### src/hw/rtl/cst_pkg.sv
// Shared types and constants for the clip sequence step timer.
package cst_pkg;

	// Width of the configuration address and data buses.
	localparam int APB_AW = 4;
	localparam int APB_DW = 32;

	// Width of step indexes as they appear in the payloads.
	localparam int STEP_W = 4;

	// Width of the step count register.
	localparam int COUNT_W = 5;

	// Q16.16 time width.
	localparam int TIME_W = 32;

	// Largest representable time; accumulators saturate here.
	localparam logic [TIME_W-1:0] TIME_MAX = '1;

	// Item operation codes.
	typedef enum logic {
		OP_LOAD    = 1'b0,
		OP_ADVANCE = 1'b1
	} op_t;

	// Register indexes, taken from paddr[3:2].
	typedef enum logic [1:0] {
		REG_STEPS_IN_USE    = 2'd0,
		REG_LOOP_ENABLE     = 2'd1,
		REG_CROSSFADE_LEN   = 2'd2
	} reg_idx_t;

	// One input item.
	typedef struct packed {
		op_t               operation;
		logic [STEP_W-1:0] step_slot;
		logic [TIME_W-1:0] time_value;
	} cmd_t;

	// One result item.
	typedef struct packed {
		logic [STEP_W-1:0] active_step;
		logic [TIME_W-1:0] time_in_step;
		logic              fading;
		logic [STEP_W-1:0] fade_source_step;
		logic [TIME_W-1:0] fade_time;
		logic              step_moved;
		logic              holding_end;
	} rsp_t;

	// Configuration seen by the datapath.
	typedef struct packed {
		logic [COUNT_W-1:0] steps_in_use;
		logic               loop_enable;
		logic [TIME_W-1:0]  crossfade_length;
	} cfg_t;

endpackage

### src/hw/rtl/cst_apb_regs.sv
// Configuration register file behind the APB-style port.
module cst_apb_regs
	import cst_pkg::*;
(
	input  logic              clk,
	input  logic              arst_n,
	input  logic              psel,
	input  logic              penable,
	input  logic              pwrite,
	input  logic [APB_AW-1:0] paddr,
	input  logic [APB_DW-1:0] pwdata,
	output logic [APB_DW-1:0] prdata,
	output logic              pready,
	output cfg_t              cfg
);

	logic     wr_en;
	reg_idx_t reg_sel;
	cfg_t     cfg_q;

	// Registers are word aligned, so the index is the upper address bits.
	assign reg_sel = reg_idx_t'(paddr[3:2]);
	assign wr_en   = psel && penable && pwrite;
	assign pready  = 1'b1;
	assign cfg     = cfg_q;

	// Register writes complete in the access phase.
	always_ff @(posedge clk or negedge arst_n) begin
		if (!arst_n) begin
			cfg_q <= '0;
		end else if (wr_en) begin
			case (reg_sel)
				REG_STEPS_IN_USE:  cfg_q.steps_in_use     <= pwdata[COUNT_W-1:0];
				REG_LOOP_ENABLE:   cfg_q.loop_enable      <= pwdata[0];
				REG_CROSSFADE_LEN: cfg_q.crossfade_length <= pwdata[TIME_W-1:0];
				default: ;
			endcase
		end
	end

	// Read data mux; unmapped addresses read as zero.
	always_comb begin
		case (reg_sel)
			REG_STEPS_IN_USE:  prdata = APB_DW'(cfg_q.steps_in_use);
			REG_LOOP_ENABLE:   prdata = APB_DW'(cfg_q.loop_enable);
			REG_CROSSFADE_LEN: prdata = APB_DW'(cfg_q.crossfade_length);
			default:           prdata = '0;
		endcase
	end

endmodule

### src/hw/rtl/clip_sequence_step_timer.sv
// Top level of the clip sequence step timer: step table, timing state and result register.
//
//   Channel   Direction  Handshake              Payload
//   cmd       in         cmd_valid / cmd_stall  cmd_t (operation, step_slot, time_value)
//   rsp       out        rsp_valid / rsp_stall  rsp_t (step, times, fade and end flags)
//   config    in         APB-style, pready = 1  steps_in_use, loop_enable, crossfade_length
//
// Each accepted command is answered next cycle; one command per cycle unless stalled.
// The step table's read is registered: the duration of the step that
// becomes current is fetched at the same edge that the transaction updates the state.
// cmd_stall is high only while a response is held in the output register under rsp_stall.
// Reset clears the timing state and configuration; the step table is not cleared.
module clip_sequence_step_timer
	import cst_pkg::*;
#(
	parameter int MAX_STEPS = 16
)
(
	input  logic              clk,
	input  logic              arst_n,
	input  logic              cmd_valid,
	output logic              cmd_stall,
	input  cmd_t              cmd,
	output logic              rsp_valid,
	input  logic              rsp_stall,
	output rsp_t              rsp,
	input  logic              psel,
	input  logic              penable,
	input  logic              pwrite,
	input  logic [APB_AW-1:0] paddr,
	input  logic [APB_DW-1:0] pwdata,
	output logic [APB_DW-1:0] prdata,
	output logic              pready
);

	// Index width of the step table, and a width that holds both indexes and slots.
	localparam int IDX_W = (MAX_STEPS > 1) ? $clog2(MAX_STEPS) : 1;
	localparam int SW    = (IDX_W > STEP_W) ? IDX_W : STEP_W;
	// Width that holds step counts up to MAX_STEPS and the count register.
	localparam int CNT_W = $clog2(MAX_STEPS + 1);
	localparam int KW    = (CNT_W > COUNT_W) ? CNT_W : COUNT_W;

	cfg_t cfg;

	// Timing state.
	logic [IDX_W-1:0]  idx_q;
	logic [TIME_W-1:0] elapsed_q;
	logic              fade_act_q;
	logic [IDX_W-1:0]  fade_org_q;
	logic [TIME_W-1:0] fade_el_q;

	// Step table and the registered duration of the current step.
	logic [TIME_W-1:0] step_mem [MAX_STEPS];
	logic [TIME_W-1:0] dur_q;

	// Result register.
	logic rsp_valid_q;
	rsp_t rsp_q;

	// Next-state and datapath signals.
	logic              accept;
	logic              is_adv;
	logic              tbl_we;
	logic [SW-1:0]     slot_w;
	logic [SW-1:0]     rd_w;
	logic [KW-1:0]     count_k;
	logic [KW-1:0]     next_k;
	logic              at_last;
	logic [TIME_W:0]   el_sum;
	logic [TIME_W:0]   fd_sum;
	logic [TIME_W-1:0] el_sat;
	logic [TIME_W-1:0] fd_sat;
	logic              at_end;
	logic [IDX_W-1:0]  n_idx;
	logic [TIME_W-1:0] n_elapsed;
	logic              n_fade_act;
	logic [IDX_W-1:0]  n_fade_org;
	logic [TIME_W-1:0] n_fade_el;
	logic              moved;
	logic              holding;
	logic [SW-1:0]     n_idx_w;
	logic [SW-1:0]     n_org_w;

	cst_apb_regs u_regs (
		.clk     (clk),
		.arst_n  (arst_n),
		.psel    (psel),
		.penable (penable),
		.pwrite  (pwrite),
		.paddr   (paddr),
		.pwdata  (pwdata),
		.prdata  (prdata),
		.pready  (pready),
		.cfg     (cfg)
	);

	// The output register frees up whenever its response is taken.
	assign cmd_stall = rsp_valid_q && rsp_stall;
	assign accept    = cmd_valid && !cmd_stall;
	assign rsp_valid = rsp_valid_q;
	assign rsp       = rsp_q;

	// Effective step count, capped at the table depth.
	always_comb begin
		if (KW'(cfg.steps_in_use) > KW'(MAX_STEPS)) begin
			count_k = KW'(MAX_STEPS);
		end else begin
			count_k = KW'(cfg.steps_in_use);
		end
	end

	// Saturating accumulators and end-of-step detection.
	assign el_sum  = {1'b0, elapsed_q} + {1'b0, cmd.time_value};
	assign fd_sum  = {1'b0, fade_el_q} + {1'b0, cmd.time_value};
	assign el_sat  = el_sum[TIME_W] ? TIME_MAX : el_sum[TIME_W-1:0];
	assign fd_sat  = fd_sum[TIME_W] ? TIME_MAX : fd_sum[TIME_W-1:0];
	assign at_end  = (dur_q != '0) && (el_sat >= dur_q);
	assign next_k  = KW'(idx_q) + KW'(1);
	assign at_last = next_k >= count_k;
	assign is_adv  = (cmd.operation == OP_ADVANCE) && (count_k != '0);

	// Sequencing decision for one transaction.
	always_comb begin
		n_idx      = idx_q;
		n_elapsed  = elapsed_q;
		n_fade_act = fade_act_q;
		n_fade_org = fade_org_q;
		n_fade_el  = fade_el_q;
		moved      = 1'b0;
		holding    = 1'b0;
		if (is_adv) begin
			n_elapsed = el_sat;
			if (fade_act_q) begin
				n_fade_el  = fd_sat;
				n_fade_act = !(fd_sat >= cfg.crossfade_length);
			end
			if (at_end) begin
				if (at_last && !cfg.loop_enable) begin
					// Non-looping sequence clamps at the end of its final step.
					n_elapsed = dur_q;
					holding   = 1'b1;
				end else begin
					n_fade_act = (cfg.crossfade_length != '0);
					n_fade_org = idx_q;
					n_fade_el  = '0;
					n_idx      = at_last ? '0 : next_k[IDX_W-1:0];
					n_elapsed  = '0;
					moved      = 1'b1;
				end
			end
		end
	end

	// Table write and read addresses.
	assign slot_w  = SW'(cmd.step_slot);
	assign tbl_we  = accept && (cmd.operation == OP_LOAD) &&
		({1'b0, slot_w} < (SW+1)'(MAX_STEPS));
	assign rd_w    = accept ? SW'(n_idx) : SW'(idx_q);
	assign n_idx_w = SW'(n_idx);
	assign n_org_w = SW'(n_fade_org);

	// Step table with a registered read of the step that is current next cycle.
	always_ff @(posedge clk) begin
		if (tbl_we) begin
			step_mem[slot_w[IDX_W-1:0]] <= cmd.time_value;
		end
		if (tbl_we && (slot_w == rd_w)) begin
			dur_q <= cmd.time_value;
		end else begin
			dur_q <= step_mem[rd_w[IDX_W-1:0]];
		end
	end

	// Timing state and response valid.
	always_ff @(posedge clk or negedge arst_n) begin
		if (!arst_n) begin
			idx_q       <= '0;
			elapsed_q   <= '0;
			fade_act_q  <= 1'b0;
			fade_org_q  <= '0;
			fade_el_q   <= '0;
			rsp_valid_q <= 1'b0;
		end else begin
			if (accept) begin
				idx_q      <= n_idx;
				elapsed_q  <= n_elapsed;
				fade_act_q <= n_fade_act;
				fade_org_q <= n_fade_org;
				fade_el_q  <= n_fade_el;
			end
			if (accept) begin
				rsp_valid_q <= 1'b1;
			end else if (!rsp_stall) begin
				rsp_valid_q <= 1'b0;
			end
		end
	end

	// Response payload, loaded with each accepted transaction.
	always_ff @(posedge clk) begin
		if (accept) begin
			rsp_q.active_step      <= n_idx_w[STEP_W-1:0];
			rsp_q.time_in_step     <= n_elapsed;
			rsp_q.fading           <= n_fade_act;
			rsp_q.fade_source_step <= n_org_w[STEP_W-1:0];
			rsp_q.fade_time        <= n_fade_el;
			rsp_q.step_moved       <= moved;
			rsp_q.holding_end      <= holding;
		end
	end

endmodule

### config.mk
export PLATFORM = sky130hd
export DESIGN_NAME = clip_sequence_step_timer
export DESIGN_NICKNAME = d
export VERILOG_FILES = /design/src/hw/rtl/cst_pkg.sv /design/src/hw/rtl/cst_apb_regs.sv /design/src/hw/rtl/clip_sequence_step_timer.sv
export SDC_FILE = /design/constraint.sdc
export NUM_CORES = 1
export LEC_CHECK = 0
export BUFFER_PORTS_ARGS = -buffer_cell sky130_fd_sc_hd__buf_2
export CORE_MARGIN = 5
export CORE_UTILIZATION = 30
export DETAILED_ROUTE_END_ITERATION = 10
export SYNTH_ARGS = -nofsm -noshare
export SYNTH_HDL_FRONTEND = slang
export SYNTH_SLANG_ARGS = --single-unit
export TNS_END_PERCENT = 10
### constraint.sdc
create_clock -name clk -period 12.1 [get_ports clk]
set_clock_uncertainty 0.05 [all_clocks]
set_input_delay 0.605 -clock clk [delete_from_list [all_inputs] [get_ports clk]]
set_output_delay 0.605 -clock clk [all_outputs]
set_load 0.02 [all_outputs]
==> impl_metrics.csv <==
group,metric,value,unit
worst_setup_path,cp-end-kind,"flip-flop",
power_and_ir_drop,p_leak,0.01390,uW
clock_network,clk_pin_slew_worst_paths,0.07,ns
detailed_routing,final_antenna_net_count,0,
power_and_ir_drop,p_per_area,248.0,nW/um2
global_route,grt_first_pass_wirelength,138000,um
floorplanning,die_w,338.8,um
clock_network,cts_tree,"built",
clock_network,ctsResizeCount,0,
detailed_routing,dr.pass1.iters,5,
floorplanning,pin_count,190,
logic_synthesis,synth_ff_type,"edfxtp_1",
worst_setup_path,timing.rr.end,"rsp[45]$_DFFE_PP_",
logic_synthesis,ys_seq_area_share,63.22,%
floorplanning,core-area,107200,um2
sta,fin_hold_ws,0.02633,ns
worst_setup_path,reg2reg_setup_slack,4.33,ns
detailed_routing,wirelength,93200,um
sta,tightest_slew,1.210,ns
clock_network,numCtsBuffers,72,
sta,relSlewSlack,19.33,%
clock_network,clockBufferDepth,3,
sta,setup_viol,0,
sta,fin_setup_tns,0,ns
clock_network,cts_sinks,703,
sta,slew_violations,0,
worst_setup_path,worstPathArrival,8.15,ns
status,status,"complete, no violations",
logic_synthesis,synthCells,2189,
floorplanning,die_area,114800,um2
sta,finalHoldViolCount,0,
worst_setup_path,crit_fanout,21,
logic_synthesis,synth_seq_cells,703,
global_route,grt_use_total,15.89,%
detailed_routing,drt-initial-drc-count,1735,
hold_path,worstHoldPathType,"primary input to async pin",
clock_network,post_cts_buffers,0,
global_route,grt_overflow,0,
worst_setup_path,worstSetupStartpointType,"flip-flop",
cells_and_area,syn_to_final_growth,16.30,%
sta,fmax,128.6,MHz
cells_and_area,stdcell_area,37730,um2
floorplanning,fp.dieH,338.8,um
clock_network,clk_latency,0.64,ns
worst_setup_path,slowest_delay,0.97,ns
worst_setup_path,critPathSlowestCell,"nand3_1",
global_route,grt_start_max_net_pins,85,
detailed_routing,drc,0,
cells_and_area,drive_above_1_share,21.76,%
clock_network,cts_root_buffer,"clkbuf_16",
placement,routabilityCongestion,0.8737,
global_route,antenna_found_initial,11,
sta,min_period,7.775,ns
clock_network,htreeDepth,3,
job,drv_cap,0,
power_and_ir_drop,peakVddDrop,191.6,uV
worst_setup_path,critPathKind,"flip-flop to flip-flop",
detailed_routing,dr_total_vias,20287,
placement,placed_area,35340,um2
floorplanning,start_util,30.26,%
logic_synthesis,synth_area,32440,um2
cells_and_area,fin_nets,2639,
logic_synthesis,synth.distinct_cells,80,
logic_synthesis,async_flop_share,15.93,%
logic_synthesis,synth_edf_count,587,
sta,rsz0062_at_grt,"false",
placement,io_buffers,186,
placement,detailed_place_hpwl,62420,um
clock_network,hold_buffers,0,
worst_setup_path,rr_worst_depth,19,
detailed_routing,post_drt_wl_per_cell,23.98,um
logic_synthesis,synth_nets,2405,
logic_synthesis,yosys_warnings,0,
detailed_routing,viasPerCell,5.219,
worst_setup_path,r2r-start,"elapsed_q[0]$_DFFE_PN0P_",
sta,finalCritPeriodShare,64.25,%
worst_setup_path,crit_chain,"ha_1 > fa_1 > a211o_1 > a221oi_1 > o21ai_1 > o31ai_1 > a21oi_1 > nor2_1 > o21ai_0 > ha_1 > nand2_1 > nor2_1 > nand2_1 > o21ai_0 > a211oi_1 > o31a_1 > nor2_2 > nand3_1 > o221ai_1",
floorplanning,rows,120,
worst_setup_path,cp_data_required_time,12.48,ns
logic_synthesis,avgSynthCellArea,14.82,um2
global_route,grt_pass1_vias,20598,
power_and_ir_drop,finalPower,9355,uW
==> worst max-delay path, delay by kind of cell (launching register included) <==
kind / cells / cell delay [ns]
AO/OA/AOI/OAI: 10 / 3.40
AND/OR/NAND/NOR: 6 / 2.61
adder cells (fa/ha/maj): 3 / 1.07
flip-flops: 1 / 0.40
==> area by class of cell <==
| type | count | area (um2) |
|---|---|---|
| diodes | 2 | 5.005 |
| clock buffers | 107 | 2034 |
| clock inverters | 26 | 341.6 |
| fillers | 10386 | 69480 |
| inverters | 97 | 365.4 |
| multi-input cells | 1297 | 11270 |
| flip-flops and latches | 703 | 20520 |
| well taps | 1403 | 1755 |
| repair buffers | 252 | 1441 |
==> placed cells by master (no fill, tap or decap), types with 10 or more instances in the layout <==
cell type    n
o2bb2ai_1   40
nor2_4      12
buf_4       66
nand2_1    152
clkbuf_16   73
and2_1      33
o21bai_1    10
xnor2_1     23
edfxtp_1   587
mux4_2     128
ha_1       134
dfrtp_1    112
nand4_1     24
buf_2      185
o21ai_0     90
xor2_1      15
nor3_1      15
nor2_1     107
mux2_2      17
clkbuf_1    26
o221ai_1    42
nand2b_1    13
nor2b_1     16
o21a_1      17
nor4_1      13
a22o_1      60
nand3_1     22
inv_1       96
mux2i_1     17
a21o_1      47
a21oi_1     66
a211oi_1    16
a221oi_1    32
a31oi_1     11
==> worst max path at each step <==
stage | slack [ns] | to | startpoint | depth (start not counted)
after global placement | 3.94 | rsp[69]$_DFFE_PP_ | cmd[0] | 20
after CTS | 4.40 | rsp[45]$_DFFE_PP_ | elapsed_q[0]$_DFFE_PN0P_ | 19
after floorplan | 6.47 | rsp[43]$_DFFE_PP_ | cmd[0] | 22
after detailed placement | 3.94 | rsp[55]$_DFFE_PP_ | cmd[0] | 20
after global routing | 3.95 | rsp[46]$_DFFE_PP_ | elapsed_q[0]$_DFFE_PN0P_ | 19
final | 4.33 | rsp[45]$_DFFE_PP_ | elapsed_q[0]$_DFFE_PN0P_ | 19
==> synth_stat cells, types with 11 or more instances <==
cell type | n | area, um2
dfrtp_1 | 112 | 2803
a211oi_1 | 16 | 120.1
nand2b_1 | 13 | 81.33
a21o_1 | 47 | 352.8
nor2_1 | 119 | 446.7
inv_1 | 97 | 364.1
ha_1 | 134 | 1677
nand3_1 | 22 | 110.1
o21ai_0 | 92 | 460.4
a221oi_1 | 32 | 280.3
xnor2_1 | 23 | 201.4
and2_1 | 33 | 206.5
mux2i_1 | 17 | 170.2
nand4_1 | 24 | 150.1
nor2b_1 | 17 | 106.4
xor2_1 | 15 | 131.4
o2bb2ai_1 | 40 | 350.3
edfxtp_1 | 587 | 17630
buf_2 | 24 | 120.1
mux4_2 | 128 | 2883
a21oi_1 | 66 | 330.3
nor3_1 | 19 | 95.09
mux2_2 | 17 | 191.4
nand2_1 | 152 | 570.6
a31oi_1 | 11 | 68.82
clkbuf_1 | 53 | 198.9
a22o_1 | 60 | 525.5
o21a_1 | 17 | 127.6
o221ai_1 | 42 | 367.9
nor4_1 | 13 | 81.33
==> report_power, final <==
part / internal, uW / switching (uW) / total [uW]
Combinational: 1590 / 2350 / 3940
Clock: 1290 / 958 / 2250
Sequential: 2940 / 231 / 3170
Total: 5810 / 3540 / 9350
==> metrics by stage <==
step                instances  setup slack, ns  util, %
floorplan                2189            6.465        -
global placement         3752            3.935    32.97
detailed placement       3752            3.941    32.97
CTS                      3885            4.405    35.18
global route             3885            3.951    35.19
finish                   3887            4.325    35.19
==> state kept, by name (all words and copies together), names as in the netlist, named ones only <==
name,count
fade_el_q,32
step_mem,512
elapsed_q,32
rsp,75
rsp_valid,1
fade_org_q,4
idx_q,4
fade_act_q,1
u_regs.cfg,38
==> cell families (layout without fill, tap and decap cells) <==
family | Yosys count | after routing | synth area share [%]
AO/OA/AOI/OAI | 495 | 495 | 11.05
XOR/XNOR | 38 | 38 | 1.026
adder cells (fa/ha/maj) | 136 | 136 | 5.292
buffers and inverters | 189 | 482 | 2.453
flip-flops | 703 | 703 | 63.22
multiplexers | 163 | 163 | 10.04
other | 1 | 3 | 0.01156
AND/OR/NAND/NOR | 464 | 464 | 6.912
==> per-layer routing <==
layer  global-route usage (%)  vias up  part of all wire [%]
met1                    20.78    10430                    42
met4                    4.956        6                   2.7
met3                    2.628      122                   5.5
met2                    27.14      588                    49
li1                         -     9141                     -
met5                        0        -                 0.031
No activity file was read; power rests on OpenSTA's default activity.
